**src/sv/euler_fly_camera_update_macros.svh**
```systemverilog
// ----------------------------------------------------------------------------
// Assertion macros for the fly camera block
// Concurrent check shorthands, clocked on clk and disabled during reset.
// ----------------------------------------------------------------------------
`ifndef EULER_FLY_CAMERA_UPDATE_MACROS_SVH
`define EULER_FLY_CAMERA_UPDATE_MACROS_SVH

// Consequent must hold in the same cycle as the antecedent.
`define EFCU_ASSERT_SAME(lbl, ante, cons, msg) \
	lbl: assert property (@(posedge clk) disable iff (!arst_n) (ante) |-> (cons)) \
		else $error(msg);

// Consequent must hold in the cycle after the antecedent.
`define EFCU_ASSERT_NEXT(lbl, ante, cons, msg) \
	lbl: assert property (@(posedge clk) disable iff (!arst_n) (ante) |=> (cons)) \
		else $error(msg);

`endif

```
**src/sv/efcu_pkg.sv**
```systemverilog
// ----------------------------------------------------------------------------
// Fly camera package
// Types, fixed point constants and helper functions shared by the block.
// ----------------------------------------------------------------------------
package efcu_pkg;

	localparam int CFG_IDX_W  = 2;
	localparam int CFG_DATA_W = 16;

	localparam logic [CFG_IDX_W-1:0] REG_SPEED     = 2'd0;
	localparam logic [CFG_IDX_W-1:0] REG_SENS      = 2'd1;
	localparam logic [CFG_IDX_W-1:0] REG_CONSTRAIN = 2'd2;

	typedef logic signed [15:0] vec_t;
	typedef logic signed [31:0] pos_t;
	typedef logic [13:0]        zoom_t;

	typedef struct packed {
		logic        done;
		logic [1:0]  quad;
		logic        swap;
		logic [21:0] rem;
	} ang_res_t;

	localparam logic [15:0] SPEED_RST = 16'd2560;
	localparam logic [15:0] SENS_RST  = 16'd6554;

	localparam pos_t  POS_X_RST = 32'sd0;
	localparam pos_t  POS_Y_RST = 32'sd327680;
	localparam pos_t  POS_Z_RST = 32'sd1310720;
	localparam pos_t  YAW_RST   = -32'sd5898240;
	localparam zoom_t ZOOM_MIN  = 14'd256;
	localparam zoom_t ZOOM_MAX  = 14'd11520;
	localparam vec_t  UNIT      = 16'sd16384;

	localparam logic [33:0] FULL_TURN   = 34'd23592960;
	localparam logic [33:0] HALF_TURN   = 34'd11796480;
	localparam logic [33:0] QUART_TURN  = 34'd5898240;
	localparam logic [33:0] EIGHTH_TURN = 34'd2949120;
	localparam logic [33:0] ANG_BIAS    = 34'd3019898880;
	localparam logic signed [33:0] PITCH_LIM = 34'sd5832704;

	localparam logic [31:0] RAD_Q30 = 32'd18740330;
	localparam logic [30:0] ONE_Q30 = 31'h4000_0000;

	// Exact reciprocals for the series divisions of a 30 bit numerator.
	localparam logic [31:0] RCP_42 = 32'd1636178018;
	localparam logic [31:0] RCP_20 = 32'd1717986919;
	localparam logic [31:0] RCP_6  = 32'd1431655766;
	localparam logic [31:0] RCP_56 = 32'd1227133514;
	localparam logic [31:0] RCP_30 = 32'd1145324613;
	localparam logic [31:0] RCP_12 = 32'd1431655766;

	localparam logic [3:0] RED_QUAD_HI = 4'd8;
	localparam logic [3:0] RED_QUAD_LO = 4'd9;
	localparam logic [3:0] RED_SWAP    = 4'd10;

	function automatic logic [33:0] red_thr(input logic [3:0] k);
		logic [33:0] r;
		priority if (k < RED_QUAD_HI) begin
			r = FULL_TURN << (3'd7 - k[2:0]);
		end else if (k == RED_QUAD_HI) begin
			r = HALF_TURN;
		end else begin
			r = QUART_TURN;
		end
		return r;
	endfunction

	function automatic vec_t unit_clamp(input logic signed [33:0] v);
		vec_t r;
		priority if (v > 34'sd16384) begin
			r = UNIT;
		end else if (v < -34'sd16384) begin
			r = -UNIT;
		end else begin
			r = v[15:0];
		end
		return r;
	endfunction

	function automatic vec_t round_q14(input logic signed [63:0] p);
		logic signed [63:0] s;
		s = (p + 64'sd8192) >>> 14;
		return unit_clamp(s[33:0]);
	endfunction

	function automatic pos_t sat32(input logic signed [33:0] v);
		pos_t r;
		priority if (v > 34'sd2147483647) begin
			r = 32'h7fff_ffff;
		end else if (v < -34'sd2147483648) begin
			r = 32'h8000_0000;
		end else begin
			r = v[31:0];
		end
		return r;
	endfunction

endpackage

```
**src/sv/efcu_if.sv**
```systemverilog
// ----------------------------------------------------------------------------
// Fly camera channels
// Valid/ready channels for one frame in and one camera result out.
// ----------------------------------------------------------------------------
interface efcu_in_if;
	import efcu_pkg::*;

	logic              valid;
	logic              ready;
	logic [3:0]        key_mask;
	logic [15:0]       delta_time;
	logic signed [15:0] mouse_dx;
	logic signed [15:0] mouse_dy;
	logic signed [15:0] scroll_offset;

	modport source (output valid, key_mask, delta_time, mouse_dx, mouse_dy, scroll_offset,
		input ready);
	modport sink (input valid, key_mask, delta_time, mouse_dx, mouse_dy, scroll_offset,
		output ready);
endinterface

interface efcu_out_if;
	import efcu_pkg::*;

	logic  valid;
	logic  ready;
	pos_t  pos_x;
	pos_t  pos_y;
	pos_t  pos_z;
	vec_t  front_x;
	vec_t  front_y;
	vec_t  front_z;
	vec_t  right_x;
	vec_t  right_z;
	vec_t  up_x;
	vec_t  up_y;
	vec_t  up_z;
	zoom_t zoom_angle;

	modport source (output valid, pos_x, pos_y, pos_z, front_x, front_y, front_z,
		right_x, right_z, up_x, up_y, up_z, zoom_angle, input ready);
	modport sink (input valid, pos_x, pos_y, pos_z, front_x, front_y, front_z,
		right_x, right_z, up_x, up_y, up_z, zoom_angle, output ready);
endinterface

```
**src/sv/efcu_mul.sv**
```systemverilog
// ----------------------------------------------------------------------------
// Shared multiplier
// Signed 32 by 32 multiplier with a registered 64 bit product.
// ----------------------------------------------------------------------------
module efcu_mul (
	input  logic               clk,
	input  logic signed [31:0] a,
	input  logic signed [31:0] b,
	output logic signed [63:0] p
);
	logic signed [63:0] p_s1;

	always_ff @(posedge clk) begin
		p_s1 <= a * b;
	end

	assign p = p_s1;
endmodule

```
**src/sv/efcu_angle.sv**
```systemverilog
// ----------------------------------------------------------------------------
// Angle reduction unit
// Reduces a Q16.16 angle modulo a full turn, then to a quadrant and an
// octant remainder, with one compare and subtract per cycle.
// ----------------------------------------------------------------------------
module efcu_angle (
	input  logic                clk,
	input  logic                arst_n,
	input  logic                start,
	input  logic signed [31:0]  angle,
	output efcu_pkg::ang_res_t  res
);
	import efcu_pkg::*;

	logic [33:0] red_q;
	logic [3:0]  cnt_q;
	logic        busy_q;
	logic        done_q;
	logic [1:0]  quad_q;
	logic        swap_q;
	logic [33:0] thr;
	logic [33:0] diff;
	logic        ge;

	assign thr  = red_thr(cnt_q);
	assign diff = red_q - thr;
	assign ge   = (red_q >= thr);

	always_ff @(posedge clk or negedge arst_n) begin
		if (!arst_n) begin
			busy_q <= 1'b0;
			done_q <= 1'b0;
			cnt_q  <= '0;
		end else begin
			done_q <= 1'b0;
			if (start) begin
				busy_q <= 1'b1;
				cnt_q  <= '0;
			end else if (busy_q) begin
				if (cnt_q == RED_SWAP) begin
					busy_q <= 1'b0;
					done_q <= 1'b1;
				end else begin
					cnt_q <= cnt_q + 4'd1;
				end
			end
		end
	end

	always_ff @(posedge clk) begin
		if (start) begin
			red_q  <= {{2{angle[31]}}, angle} + ANG_BIAS;
			quad_q <= '0;
			swap_q <= 1'b0;
		end else if (busy_q) begin
			if (cnt_q == RED_SWAP) begin
				if (red_q > EIGHTH_TURN) begin
					red_q  <= QUART_TURN - red_q;
					swap_q <= 1'b1;
				end
			end else begin
				if (ge) begin
					red_q <= diff;
				end
				if (cnt_q == RED_QUAD_HI) begin
					quad_q[1] <= ge;
				end
				if (cnt_q == RED_QUAD_LO) begin
					quad_q[0] <= ge;
				end
			end
		end
	end

	assign res = {done_q, quad_q, swap_q, red_q[21:0]};
endmodule

```
**src/sv/euler_fly_camera_update.sv**
```systemverilog
// ----------------------------------------------------------------------------
// Euler angle fly camera update
// One frame in, one camera state out: position, basis vectors and zoom.
// ----------------------------------------------------------------------------
// The frame channel carries the key mask, frame time, mouse and scroll
// offsets; a frame is taken in a transfer when valid and ready are high.
// The result channel carries the camera state after the frame.
// The registers are written through cfg_we, cfg_index and cfg_data, and the
// user must do so only while the block is idle; the block does not enforce it.
// Every product goes through one shared 32 by 32 multiplier in turn, each
// issued in the multiply state and taken back in the write back state; a
// pressed key adds a move for each of the three position components, and the
// angle reduction unit runs once for each of the two angles.
// The block takes one frame at a time and is ready again once the result
// sits in the output register, so a new frame can be taken while a result
// waits. When the receiver stalls, a finished frame waits until the output
// register is free.
// Reset restores the registers and the camera to its starting pose and
// leaves the result channel empty.
// ----------------------------------------------------------------------------
`include "euler_fly_camera_update_macros.svh"

module euler_fly_camera_update (
	input  logic                             clk,
	input  logic                             arst_n,
	input  logic                             cfg_we,
	input  logic [efcu_pkg::CFG_IDX_W-1:0]  cfg_index,
	input  logic [efcu_pkg::CFG_DATA_W-1:0] cfg_data,
	efcu_in_if.sink                          frame_in,
	efcu_out_if.source                       frame_out
);
	import efcu_pkg::*;

	localparam logic [2:0] ST_IDLE = 3'd0;
	localparam logic [2:0] ST_MUL  = 3'd1;
	localparam logic [2:0] ST_WB   = 3'd2;
	localparam logic [2:0] ST_RED  = 3'd3;
	localparam logic [2:0] ST_DONE = 3'd4;

	localparam logic [4:0] U_SHIFT = 5'd0;
	localparam logic [4:0] U_MOVE  = 5'd1;
	localparam logic [4:0] U_YAW   = 5'd2;
	localparam logic [4:0] U_PITCH = 5'd3;
	localparam logic [4:0] U_RED   = 5'd4;
	localparam logic [4:0] U_X     = 5'd5;
	localparam logic [4:0] U_X2    = 5'd6;
	localparam logic [4:0] U_S42   = 5'd7;
	localparam logic [4:0] U_SM1   = 5'd8;
	localparam logic [4:0] U_S20   = 5'd9;
	localparam logic [4:0] U_SM2   = 5'd10;
	localparam logic [4:0] U_S6    = 5'd11;
	localparam logic [4:0] U_SN    = 5'd12;
	localparam logic [4:0] U_C56   = 5'd13;
	localparam logic [4:0] U_CM1   = 5'd14;
	localparam logic [4:0] U_C30   = 5'd15;
	localparam logic [4:0] U_CM2   = 5'd16;
	localparam logic [4:0] U_C12   = 5'd17;
	localparam logic [4:0] U_CM3   = 5'd18;
	localparam logic [4:0] U_CS    = 5'd19;
	localparam logic [4:0] U_FIN   = 5'd20;
	localparam logic [4:0] U_FX    = 5'd21;
	localparam logic [4:0] U_FZ    = 5'd22;
	localparam logic [4:0] U_UX    = 5'd23;
	localparam logic [4:0] U_UY1   = 5'd24;
	localparam logic [4:0] U_UY2   = 5'd25;
	localparam logic [4:0] U_UZ    = 5'd26;

	localparam logic [1:0] KEY_FWD   = 2'd0;
	localparam logic [1:0] KEY_BACK  = 2'd1;
	localparam logic [1:0] KEY_LEFT  = 2'd2;
	localparam logic [1:0] KEY_RIGHT = 2'd3;

	logic [2:0]  st_q;
	logic [4:0]  stp_q;
	logic [1:0]  key_q;
	logic [1:0]  comp_q;
	logic        ang_q;
	logic        ovalid_q;

	logic [15:0] speed_q;
	logic [15:0] sens_q;
	logic        constrain_q;

	logic [3:0]  keys_q;
	logic [15:0] dt_q;
	vec_t        dx_q;
	vec_t        dy_q;
	vec_t        sc_q;

	pos_t        pos_q [3];
	pos_t        yaw_q;
	pos_t        pitch_q;
	zoom_t       zoom_q;
	vec_t        front_q [3];
	vec_t        right_q [2];
	vec_t        up_q [3];

	logic [23:0] sh_q;
	logic [29:0] x_q;
	logic [29:0] x2_q;
	logic [30:0] p_q;
	logic [29:0] t_q;
	logic [29:0] sn_q;
	logic [30:0] cs_q;
	logic signed [31:0] acc_q;
	vec_t        sy_q;
	vec_t        cy_q;
	vec_t        sp_q;
	vec_t        cp_q;

	pos_t        o_pos_q [3];
	vec_t        o_front_q [3];
	vec_t        o_right_q [2];
	vec_t        o_up_q [3];
	zoom_t       o_zoom_q;

	logic signed [31:0] mul_a;
	logic signed [31:0] mul_b;
	logic signed [63:0] prod;
	ang_res_t    ang_res;
	logic        red_start;
	logic        in_xfer;
	logic        out_load;

	vec_t        mv_v;
	logic        mv_neg;
	logic signed [33:0] mv_d;
	logic signed [33:0] mv_base;
	logic signed [33:0] mv_sum;
	logic signed [33:0] yaw_sum;
	pos_t        yaw_new;
	logic signed [33:0] pit_sum;
	pos_t        pit_new;
	logic signed [17:0] zoom_diff;
	zoom_t       zoom_new;
	logic [31:0] s_rnd;
	logic [31:0] c_rnd;
	vec_t        s_oct;
	vec_t        c_oct;
	vec_t        fin_s;
	vec_t        fin_c;

	efcu_mul u_mul (
		.clk (clk),
		.a   (mul_a),
		.b   (mul_b),
		.p   (prod)
	);

	efcu_angle u_angle (
		.clk    (clk),
		.arst_n (arst_n),
		.start  (red_start),
		.angle  (ang_q ? pitch_q : yaw_q),
		.res    (ang_res)
	);

	assign red_start = (st_q == ST_MUL) && (stp_q == U_RED);
	assign in_xfer   = frame_in.valid && frame_in.ready;
	assign out_load  = (st_q == ST_DONE) && (!ovalid_q || frame_out.ready);

	assign frame_in.ready = (st_q == ST_IDLE);

	always_comb begin
		mv_v = '0;
		unique case (comp_q)
			2'd0:    mv_v = key_q[1] ? right_q[0] : front_q[0];
			2'd1:    mv_v = key_q[1] ? '0 : front_q[1];
			2'd2:    mv_v = key_q[1] ? right_q[1] : front_q[2];
			default: mv_v = '0;
		endcase
	end

	assign mv_neg  = (key_q == KEY_BACK) || (key_q == KEY_LEFT);
	assign mv_d    = prod[47:14];
	assign mv_base = {{2{pos_q[comp_q][31]}}, pos_q[comp_q]};
	assign mv_sum  = mv_neg ? (mv_base - mv_d) : (mv_base + mv_d);

	assign yaw_sum = {{2{yaw_q[31]}}, yaw_q} + prod[41:8];
	always_comb begin
		priority if (yaw_sum < -$signed(HALF_TURN)) begin
			yaw_new = 32'(yaw_sum + $signed(FULL_TURN));
		end else if (yaw_sum >= $signed(HALF_TURN)) begin
			yaw_new = 32'(yaw_sum - $signed(FULL_TURN));
		end else begin
			yaw_new = yaw_sum[31:0];
		end
	end

	assign pit_sum = {{2{pitch_q[31]}}, pitch_q} + prod[41:8];
	always_comb begin
		priority if (!constrain_q) begin
			pit_new = sat32(pit_sum);
		end else if (pit_sum > PITCH_LIM) begin
			pit_new = 32'(PITCH_LIM);
		end else if (pit_sum < -PITCH_LIM) begin
			pit_new = 32'(-PITCH_LIM);
		end else begin
			pit_new = pit_sum[31:0];
		end
	end

	assign zoom_diff = $signed({4'b0, zoom_q}) - $signed({{2{sc_q[15]}}, sc_q});
	always_comb begin
		priority if (zoom_diff < $signed({4'b0, ZOOM_MIN})) begin
			zoom_new = ZOOM_MIN;
		end else if (zoom_diff > $signed({4'b0, ZOOM_MAX})) begin
			zoom_new = ZOOM_MAX;
		end else begin
			zoom_new = zoom_diff[13:0];
		end
	end

	assign s_rnd = {2'b0, sn_q} + 32'd32768;
	assign c_rnd = {1'b0, cs_q} + 32'd32768;
	assign s_oct = ang_res.swap ? c_rnd[31:16] : s_rnd[31:16];
	assign c_oct = ang_res.swap ? s_rnd[31:16] : c_rnd[31:16];

	always_comb begin
		fin_s = s_oct;
		fin_c = c_oct;
		unique case (ang_res.quad)
			2'd0: begin
				fin_s = s_oct;
				fin_c = c_oct;
			end
			2'd1: begin
				fin_s = c_oct;
				fin_c = -s_oct;
			end
			2'd2: begin
				fin_s = -s_oct;
				fin_c = -c_oct;
			end
			default: begin
				fin_s = -c_oct;
				fin_c = s_oct;
			end
		endcase
	end

	always_comb begin
		mul_a = '0;
		mul_b = '0;
		unique case (stp_q)
			U_SHIFT: begin
				mul_a = {16'b0, speed_q};
				mul_b = {16'b0, dt_q};
			end
			U_MOVE: begin
				mul_a = {{16{mv_v[15]}}, mv_v};
				mul_b = {8'b0, sh_q};
			end
			U_YAW: begin
				mul_a = {{16{dx_q[15]}}, dx_q};
				mul_b = {16'b0, sens_q};
			end
			U_PITCH: begin
				mul_a = {{16{dy_q[15]}}, dy_q};
				mul_b = {16'b0, sens_q};
			end
			U_X: begin
				mul_a = {10'b0, ang_res.rem};
				mul_b = RAD_Q30;
			end
			U_X2: begin
				mul_a = {2'b0, x_q};
				mul_b = {2'b0, x_q};
			end
			U_S42: begin
				mul_a = {2'b0, x2_q};
				mul_b = RCP_42;
			end
			U_C56: begin
				mul_a = {2'b0, x2_q};
				mul_b = RCP_56;
			end
			U_SM1, U_SM2, U_CM1, U_CM2, U_CM3: begin
				mul_a = {2'b0, x2_q};
				mul_b = {1'b0, p_q};
			end
			U_S20: begin
				mul_a = {2'b0, t_q};
				mul_b = RCP_20;
			end
			U_S6: begin
				mul_a = {2'b0, t_q};
				mul_b = RCP_6;
			end
			U_C30: begin
				mul_a = {2'b0, t_q};
				mul_b = RCP_30;
			end
			U_C12: begin
				mul_a = {2'b0, t_q};
				mul_b = RCP_12;
			end
			U_SN: begin
				mul_a = {2'b0, x_q};
				mul_b = {1'b0, p_q};
			end
			U_FX: begin
				mul_a = {{16{cy_q[15]}}, cy_q};
				mul_b = {{16{cp_q[15]}}, cp_q};
			end
			U_FZ: begin
				mul_a = {{16{sy_q[15]}}, sy_q};
				mul_b = {{16{cp_q[15]}}, cp_q};
			end
			U_UX: begin
				mul_a = -{{16{right_q[1][15]}}, right_q[1]};
				mul_b = {{16{front_q[1][15]}}, front_q[1]};
			end
			U_UY1: begin
				mul_a = {{16{right_q[1][15]}}, right_q[1]};
				mul_b = {{16{front_q[0][15]}}, front_q[0]};
			end
			U_UY2: begin
				mul_a = {{16{right_q[0][15]}}, right_q[0]};
				mul_b = {{16{front_q[2][15]}}, front_q[2]};
			end
			U_UZ: begin
				mul_a = {{16{right_q[0][15]}}, right_q[0]};
				mul_b = {{16{front_q[1][15]}}, front_q[1]};
			end
			default: begin
				mul_a = '0;
				mul_b = '0;
			end
		endcase
	end

	always_ff @(posedge clk or negedge arst_n) begin
		if (!arst_n) begin
			st_q        <= ST_IDLE;
			stp_q       <= U_SHIFT;
			key_q       <= KEY_FWD;
			comp_q      <= '0;
			ang_q       <= 1'b0;
			ovalid_q    <= 1'b0;
			speed_q     <= SPEED_RST;
			sens_q      <= SENS_RST;
			constrain_q <= 1'b1;
			pos_q[0]    <= POS_X_RST;
			pos_q[1]    <= POS_Y_RST;
			pos_q[2]    <= POS_Z_RST;
			yaw_q       <= YAW_RST;
			pitch_q     <= '0;
			zoom_q      <= ZOOM_MAX;
			front_q[0]  <= '0;
			front_q[1]  <= '0;
			front_q[2]  <= -UNIT;
			right_q[0]  <= UNIT;
			right_q[1]  <= '0;
			up_q[0]     <= '0;
			up_q[1]     <= UNIT;
			up_q[2]     <= '0;
		end else begin
			if (cfg_we) begin
				unique case (cfg_index)
					REG_SPEED:     speed_q     <= cfg_data;
					REG_SENS:      sens_q      <= cfg_data;
					REG_CONSTRAIN: constrain_q <= cfg_data[0];
					default:       ;
				endcase
			end

			if (out_load) begin
				ovalid_q <= 1'b1;
			end else if (frame_out.valid && frame_out.ready) begin
				ovalid_q <= 1'b0;
			end

			unique case (st_q)
				ST_IDLE: begin
					if (in_xfer) begin
						st_q   <= ST_MUL;
						stp_q  <= U_SHIFT;
						key_q  <= KEY_FWD;
						comp_q <= '0;
						ang_q  <= 1'b0;
					end
				end
				ST_MUL: begin
					priority if (stp_q == U_RED) begin
						st_q <= ST_RED;
					end else if ((stp_q == U_MOVE) && !keys_q[key_q]) begin
						if (key_q == KEY_RIGHT) begin
							stp_q <= U_YAW;
						end else begin
							key_q <= key_q + 2'd1;
						end
					end else begin
						st_q <= ST_WB;
					end
				end
				ST_RED: begin
					if (ang_res.done) begin
						st_q  <= ST_MUL;
						stp_q <= U_X;
					end
				end
				ST_WB: begin
					st_q <= (stp_q == U_UZ) ? ST_DONE : ST_MUL;
					unique case (stp_q)
						U_SHIFT: begin
							stp_q  <= U_MOVE;
							key_q  <= KEY_FWD;
							comp_q <= '0;
						end
						U_MOVE: begin
							pos_q[comp_q] <= sat32(mv_sum);
							if (comp_q == 2'd2) begin
								comp_q <= '0;
								if (key_q == KEY_RIGHT) begin
									stp_q <= U_YAW;
								end else begin
									key_q <= key_q + 2'd1;
								end
							end else begin
								comp_q <= comp_q + 2'd1;
							end
						end
						U_YAW: begin
							yaw_q <= yaw_new;
							stp_q <= U_PITCH;
						end
						U_PITCH: begin
							pitch_q <= pit_new;
							ang_q   <= 1'b0;
							stp_q   <= U_RED;
						end
						U_FIN: begin
							if (!ang_q) begin
								ang_q <= 1'b1;
								stp_q <= U_RED;
							end else begin
								stp_q <= U_FX;
							end
						end
						U_FX: begin
							front_q[0] <= round_q14(prod);
							front_q[1] <= sp_q;
							right_q[0] <= cp_q[15] ? sy_q : -sy_q;
							right_q[1] <= cp_q[15] ? -cy_q : cy_q;
							zoom_q     <= zoom_new;
							stp_q      <= U_FZ;
						end
						U_FZ: begin
							front_q[2] <= round_q14(prod);
							stp_q      <= U_UX;
						end
						U_UX: begin
							up_q[0] <= round_q14(prod);
							stp_q   <= U_UY1;
						end
						U_UY2: begin
							up_q[1] <= round_q14({{32{acc_q[31]}}, acc_q} - prod);
							stp_q   <= U_UZ;
						end
						U_UZ: begin
							up_q[2] <= round_q14(prod);
						end
						default: stp_q <= stp_q + 5'd1;
					endcase
				end
				ST_DONE: begin
					if (out_load) begin
						st_q <= ST_IDLE;
					end
				end
				default: st_q <= ST_IDLE;
			endcase
		end
	end

	always_ff @(posedge clk) begin
		if (in_xfer) begin
			keys_q <= frame_in.key_mask;
			dt_q   <= frame_in.delta_time;
			dx_q   <= frame_in.mouse_dx;
			dy_q   <= frame_in.mouse_dy;
			sc_q   <= frame_in.scroll_offset;
		end
		if (st_q == ST_WB) begin
			unique case (stp_q)
				U_SHIFT: sh_q  <= prod[31:8];
				U_X:     x_q   <= prod[45:16];
				U_X2:    x2_q  <= prod[59:30];
				U_S42:   p_q   <= ONE_Q30 - 31'(prod >> 36);
				U_S20:   p_q   <= ONE_Q30 - 31'(prod >> 35);
				U_S6:    p_q   <= ONE_Q30 - 31'(prod >> 33);
				U_C56:   p_q   <= ONE_Q30 - 31'(prod >> 36);
				U_C30:   p_q   <= ONE_Q30 - 31'(prod >> 35);
				U_C12:   p_q   <= ONE_Q30 - 31'(prod >> 34);
				U_SM1, U_SM2, U_CM1, U_CM2, U_CM3: t_q <= prod[59:30];
				U_SN:    sn_q  <= prod[59:30];
				U_CS:    cs_q  <= ONE_Q30 - {2'b0, t_q[29:1]};
				U_FIN: begin
					if (!ang_q) begin
						sy_q <= fin_s;
						cy_q <= fin_c;
					end else begin
						sp_q <= fin_s;
						cp_q <= fin_c;
					end
				end
				U_UY1:   acc_q <= prod[31:0];
				default: ;
			endcase
		end
		if (out_load) begin
			o_pos_q   <= pos_q;
			o_front_q <= front_q;
			o_right_q <= right_q;
			o_up_q    <= up_q;
			o_zoom_q  <= zoom_q;
		end
	end

	assign frame_out.valid      = ovalid_q;
	assign frame_out.pos_x      = o_pos_q[0];
	assign frame_out.pos_y      = o_pos_q[1];
	assign frame_out.pos_z      = o_pos_q[2];
	assign frame_out.front_x    = o_front_q[0];
	assign frame_out.front_y    = o_front_q[1];
	assign frame_out.front_z    = o_front_q[2];
	assign frame_out.right_x    = o_right_q[0];
	assign frame_out.right_z    = o_right_q[1];
	assign frame_out.up_x       = o_up_q[0];
	assign frame_out.up_y       = o_up_q[1];
	assign frame_out.up_z       = o_up_q[2];
	assign frame_out.zoom_angle = o_zoom_q;

	`EFCU_ASSERT_NEXT(a_busy_after_xfer, in_xfer, st_q != ST_IDLE, "frame taken but block idle")
	`EFCU_ASSERT_SAME(a_red_done_waited, ang_res.done, st_q == ST_RED, "reduction done unexpected")
	`EFCU_ASSERT_SAME(a_zoom_range, frame_out.valid, (o_zoom_q >= ZOOM_MIN) && (o_zoom_q <= ZOOM_MAX), "zoom out of range")
	`EFCU_ASSERT_NEXT(a_pitch_limit, constrain_q && (st_q == ST_WB) && (stp_q == U_PITCH), ($signed({{2{pitch_q[31]}}, pitch_q}) <= PITCH_LIM) && ($signed({{2{pitch_q[31]}}, pitch_q}) >= -PITCH_LIM), "pitch beyond limit")
endmodule
```
**src/flat_wrapper.sv**
```systemverilog
// flat-port wrapper written by rule: the top's interface ports become plain ports
module euler_fly_camera_update_flat import efcu_pkg::*;
  (clk, arst_n, cfg_we, cfg_index, cfg_data, frame_in_valid, frame_in_key_mask, frame_in_delta_time, frame_in_mouse_dx, frame_in_mouse_dy, frame_in_scroll_offset, frame_in_ready, frame_out_valid, frame_out_pos_x, frame_out_pos_y, frame_out_pos_z, frame_out_front_x, frame_out_front_y, frame_out_front_z, frame_out_right_x, frame_out_right_z, frame_out_up_x, frame_out_up_y, frame_out_up_z, frame_out_zoom_angle, frame_out_ready);
  efcu_in_if frame_in_i ();
  efcu_out_if frame_out_i ();
  input  logic clk;
  input  logic arst_n;
  input  logic cfg_we;
  input  logic [efcu_pkg::CFG_IDX_W-1:0] cfg_index;
  input  logic [efcu_pkg::CFG_DATA_W-1:0] cfg_data;
  input wire logic [$bits(frame_in_i.valid)-1:0] frame_in_valid;
  input wire logic [$bits(frame_in_i.key_mask)-1:0] frame_in_key_mask;
  input wire logic [$bits(frame_in_i.delta_time)-1:0] frame_in_delta_time;
  input wire logic [$bits(frame_in_i.mouse_dx)-1:0] frame_in_mouse_dx;
  input wire logic [$bits(frame_in_i.mouse_dy)-1:0] frame_in_mouse_dy;
  input wire logic [$bits(frame_in_i.scroll_offset)-1:0] frame_in_scroll_offset;
  output wire logic [$bits(frame_in_i.ready)-1:0] frame_in_ready;
  output wire logic [$bits(frame_out_i.valid)-1:0] frame_out_valid;
  output wire logic [$bits(frame_out_i.pos_x)-1:0] frame_out_pos_x;
  output wire logic [$bits(frame_out_i.pos_y)-1:0] frame_out_pos_y;
  output wire logic [$bits(frame_out_i.pos_z)-1:0] frame_out_pos_z;
  output wire logic [$bits(frame_out_i.front_x)-1:0] frame_out_front_x;
  output wire logic [$bits(frame_out_i.front_y)-1:0] frame_out_front_y;
  output wire logic [$bits(frame_out_i.front_z)-1:0] frame_out_front_z;
  output wire logic [$bits(frame_out_i.right_x)-1:0] frame_out_right_x;
  output wire logic [$bits(frame_out_i.right_z)-1:0] frame_out_right_z;
  output wire logic [$bits(frame_out_i.up_x)-1:0] frame_out_up_x;
  output wire logic [$bits(frame_out_i.up_y)-1:0] frame_out_up_y;
  output wire logic [$bits(frame_out_i.up_z)-1:0] frame_out_up_z;
  output wire logic [$bits(frame_out_i.zoom_angle)-1:0] frame_out_zoom_angle;
  input wire logic [$bits(frame_out_i.ready)-1:0] frame_out_ready;
  assign frame_in_i.valid = frame_in_valid;
  assign frame_in_i.key_mask = frame_in_key_mask;
  assign frame_in_i.delta_time = frame_in_delta_time;
  assign frame_in_i.mouse_dx = frame_in_mouse_dx;
  assign frame_in_i.mouse_dy = frame_in_mouse_dy;
  assign frame_in_i.scroll_offset = frame_in_scroll_offset;
  assign frame_in_ready = frame_in_i.ready;
  assign frame_out_valid = frame_out_i.valid;
  assign frame_out_pos_x = frame_out_i.pos_x;
  assign frame_out_pos_y = frame_out_i.pos_y;
  assign frame_out_pos_z = frame_out_i.pos_z;
  assign frame_out_front_x = frame_out_i.front_x;
  assign frame_out_front_y = frame_out_i.front_y;
  assign frame_out_front_z = frame_out_i.front_z;
  assign frame_out_right_x = frame_out_i.right_x;
  assign frame_out_right_z = frame_out_i.right_z;
  assign frame_out_up_x = frame_out_i.up_x;
  assign frame_out_up_y = frame_out_i.up_y;
  assign frame_out_up_z = frame_out_i.up_z;
  assign frame_out_zoom_angle = frame_out_i.zoom_angle;
  assign frame_out_i.ready = frame_out_ready;
  euler_fly_camera_update u_core (.clk(clk), .arst_n(arst_n), .cfg_we(cfg_we), .cfg_index(cfg_index), .cfg_data(cfg_data), .frame_in(frame_in_i), .frame_out(frame_out_i));
endmodule
```
**config.mk**
```make
export PLATFORM = sky130hd
export DESIGN_NAME = euler_fly_camera_update_flat
export DESIGN_NICKNAME = d
export VERILOG_FILES = /design/src/sv/efcu_pkg.sv /design/src/sv/efcu_if.sv /design/src/sv/efcu_mul.sv /design/src/sv/efcu_angle.sv /design/src/sv/euler_fly_camera_update.sv /design/src/flat_wrapper.sv
export VERILOG_INCLUDE_DIRS = /design/src /design/src/sv
export SDC_FILE = /design/constraint.sdc
export NUM_CORES = 2
export LEC_CHECK = 0
export ABC_AREA = 1
export BUFFER_PORTS_ARGS = -buffer_cell sky130_fd_sc_hd__buf_2
export CAP_MARGIN = 20
export CELL_PAD_IN_SITES_DETAIL_PLACEMENT = 1
export CELL_PAD_IN_SITES_GLOBAL_PLACEMENT = 2
export CORE_ASPECT_RATIO = 0.6
export CORE_MARGIN = 2
export CORE_UTILIZATION = 36
export CTS_BUF_LIST = sky130_fd_sc_hd__clkbuf_4 sky130_fd_sc_hd__clkbuf_8
export DETAILED_ROUTE_END_ITERATION = 12
export PLACE_DENSITY = 0.86
export SLEW_MARGIN = 20
export SYNTH_ARGS = -nofsm -noshare
export SYNTH_HDL_FRONTEND = slang
export SYNTH_SLANG_ARGS = --single-unit
```
**constraint.sdc**
```tcl
create_clock -name clk -period 12.3 [get_ports clk]
set_clock_uncertainty 0.15 [all_clocks]
set_input_delay 2.46 -clock clk [delete_from_list [all_inputs] [get_ports clk]]
set_output_delay 2.46 -clock clk [all_outputs]
set_load 0.005 [all_outputs]
```
==> results_dict.tcl <==
set metrics [dict create \
    required_time_reported_for_the_critical_path_endpoint_ns 12.97 \
    synth.net_count 13859 \
    synth.yosys.seq_area_share_pct 29.0 \
    grt_max_degree 117 \
    port_buffers 330 \
    cell_area_reported_after_detailed_placement_sq_mm 0.106 \
    holdWs_ns 0.249 \
    final_net_count 14230 \
    achievable-frequency_mhz 83.8 \
    finalMaxSlewViolations 0 \
    endpoint_kind "flip-flop" \
    synth_cell_types 81 \
    finalWeightedCongestion 1.03 \
    areaGrowthSynthToFinish_pct 10.5 \
    routed-via-count 91352 \
    drtIter0Drc 11989 \
    routedWlPerCell_um 28.8 \
    status "finished, final reports clean" \
    detail_route.first_pass.iterations 7 \
    critPathMostFrequentCell "fa_1" \
    r2r_slack_ns 0.37 \
    worst_reg_to_reg_cells 39 \
    floorplan.die.width_um 681 \
    worst_pin_slew_ns 1.28 \
    floorplan.core_area_sq_mm 0.274 \
    detail_route.drc_violations 0 \
    grt_pass1_wl_um 673000 \
    timing.rr.start "u_core.stp_q[4]$_DFFE_PN0P_" \
    hold_path_end "u_core.frame_out.pos_y[11]$_DFFE_PP_" \
    synth_ff_type "edfxtp_1" \
    antenna_found_initial 54 \
    period_share_pct 97.0 \
    grt_overflow_total 0 \
    clkLatencyLatePin_ns 0.99 \
    synth.cell_area_sq_mm 0.0989 \
    syn_avg_cell_area_sq_um 8.08 \
    average_vias_per_placed_instance 5.57 \
    cts-buffers-inserted 165 \
    timing_hold_violations_final 0 \
    place.detailed.hpwl_um 384000 \
    filler_cell_count 33155 \
    final_core_utilization_pct 39.9 \
    first_global_vias 92317 \
    worst_min_delay_path_startpoint "u_core.pos_q[43]$_DFFE_PN0P_" \
    synth-async-reset-ratio_pct 34.3 \
    clkSinkCount 1034 \
    start_kind "flip-flop" \
    netlist.top_cell.by_area "fa_1" \
    dp_slack_ns -0.149 \
    critPathMaxStageDelay_ns 0.69 \
    finalInstanceArea_sq_mm 0.109 \
    timing.max_slew.rel_slack_pct 13.9 \
    min-delay-path-class "reg2reg" \
    fp.dieH_um 410 \
    post_synth_inst_count 12246 \
    setup-violations-final 0 \
    crit_path_top_delay_cell "dfrtp_1" \
    number_of_synthesized_flops_with_an_enable_pin 612 \
    initial_utilization_pct 36.1 \
    clockRootBuffer "clkbuf_8" \
    biggest_area_contributors_in_the_synthesized_netlist "fa_1 22%, edfxtp_1 19%, nand2_1 13%, inv_1 8.9%, dfrtp_1 8.1%" \
    clkSlewWorstSetupHoldPaths_ns 0.08 \
    cap_viol_max_count 0 \
    yosys-top-cells-count "3,325 x nand2_1, 2,346 x inv_1, 1,086 x fa_1" \
    yosys.cell_count.top_type "nand2_1" \
    i_o_pins 331 \
    critPathMaxFanout 17 \
    synth_top_cell_area_share_pct 22.0 \
    die_area_sq_mm 0.279 \
    yosysWarnings 0 \
    totalWireLength_um 472000 \
    worstPathArrival_ns 12.60 \
    timing.final.crit_period_ns 11.93 \
    grt_use_total_pct 33.3 \
    std_cell_rows 149 \
    final_layout_size_suffix_gt1_share_pct 8.74 \
    ant_nets 0 \
    clock_path_buffers 4 \
    htreeDepth 4 \
    cts_tree "done" \
    rsz0062_at_grt "no" \
    fin_ws_ns 0.370 \
    whs_path_depth 0 \
    worst-setup-path-type "reg2reg" \
    reg2reg_to "u_core.u_mul.p[58]$_DFF_P_" \
    synth-seq-cells 1034 \
]
critical path: cells and delay by family, from the launching register on:
kind,cells,cell delay (ns)
AOI/OAI and AO/OA,9,2.86
buffers and inverters,11,1.86
adders and majority gates,9,4.69
xor gates and xnor gates,1,0.16
and+or+nand+nor,9,1.34
DFF,1,0.69
worst max-delay path by stage:
stage	to	cells past startpoint	start	slack, ns
after floorplan	u_core.frame_out.front_x[0]$_DFFE_PP_	2	frame_out_ready	2.97
after global placement	u_core.u_mul.p[58]$_DFF_P_	39	u_core.stp_q[4]$_DFFE_PN0P_	-0.54
after detailed placement	u_core.u_mul.p[58]$_DFF_P_	39	u_core.stp_q[4]$_DFFE_PN0P_	-0.15
after CTS	u_core.u_mul.p[58]$_DFF_P_	41	u_core.stp_q[1]$_DFFE_PN0P_	0.04
after global routing	u_core.u_mul.p[58]$_DFF_P_	40	u_core.stp_q[4]$_DFFE_PN0P_	0.03
final	u_core.u_mul.p[58]$_DFF_P_	39	u_core.stp_q[4]$_DFFE_PN0P_	0.37
flip-flops by register name, summed over array words and instances (netlist names), 30 cells and up:
name and count:
u_core.up_q 48, u_core.u_angle.red_q 34, u_core.pitch_q 32, u_core.frame_out.pos_x 32
u_core.acc_q 32, u_core.u_mul.p 64, u_core.x2_q 30, u_core.pos_q 96
u_core.yaw_q 32, u_core.x_q 30, u_core.frame_out.pos_y 32, u_core.frame_out.pos_z 32
u_core.front_q 48, u_core.p_q 31, u_core.t_q 30, u_core.right_q 32
cells by family (layout without fill, tap and decap cells):
logic type / count (synthesis) / count (layout) / share of synthesized area, %
compound gates: 1322 / 1322 / 7.87
flops: 1034 / 1034 / 29.0
fa+ha+maj: 1522 / 1522 / 27.5
buf+inv: 2810 / 3307 / 10.9
simple gates: 5222 / 5222 / 21.8
other cells: 0 / 30 / 0
mux: 1 / 1 / 0.0101
xor+xnor: 335 / 335 / 2.97
area by class of cell:
cell class                      count  area [sq um]  share of cell area, %
Clock buffer                      239          2980                   2.73
Tap cell                         3624          4530                   4.15
Timing Repair Buffer              571          3590                   3.28
Inverter                         2443          9190                   8.40
Antenna cell                       30          75.1                 0.0687
Clock inverter                     54           572                  0.523
Multi-Input combinational cell   8402         59700                   54.6
Sequential cell                  1034         28600                   26.2
through the flow:
| step | setup TNS, ns | std cells |
|---|---|---|
| global placement | -4.05 | 16065 |
| floorplan | 0 | 12246 |
| CTS | 0 | 16360 |
| finish | 0 | 16397 |
| global route | 0 | 16381 |
| detailed placement | -0.423 | 16067 |
routing by layer:
layer	part of all wire [%]	global-route usage, %	vias up
met5	0.049	0	-
met4	2.6	7.65	34
met3	14	13.0	620
met2	37	43.1	5071
met1	46	51.0	46742
li1	-	-	38885
layout by cell type (no fill, tap or decap), types with 21 or more instances in the layout:
cell type	instances
inv_1	2344
fa_1	1086
ha_1	436
a22oi_1	21
o2111ai_1	23
o22ai_1	49
inv_2	72
o21ai_1	46
nor2_1	948
o21bai_1	22
nor3_1	104
dfstp_2	34
nor2_2	31
diode_2	30
edfxtp_1	612
o21a_1	22
clkinv_1	36
a21oi_1	423
xnor2_1	90
o21ai_0	444
buf_2	330
xor2_1	244
buf_4	232
o211ai_1	35
a31oi_1	39
clkbuf_4	49
clkbuf_8	190
dfrtp_1	321
nand3_1	520
dfxtp_1	64
nand3b_1	23
nand4_1	134
a221oi_1	46
nand2_1	3323
nor4_1	28
a21o_1	34
repair_timing:
item                       4_1_cts  5_1_grt
pin swaps                        0        2
hold buffers                     0        0
resized for setup                1        9
setup endpoints to repair        7       27
buffers inserted                 0        2
Power is not shown: default switching activity piles up to over one toggle a cycle in this logic, so the estimate is an artifact.
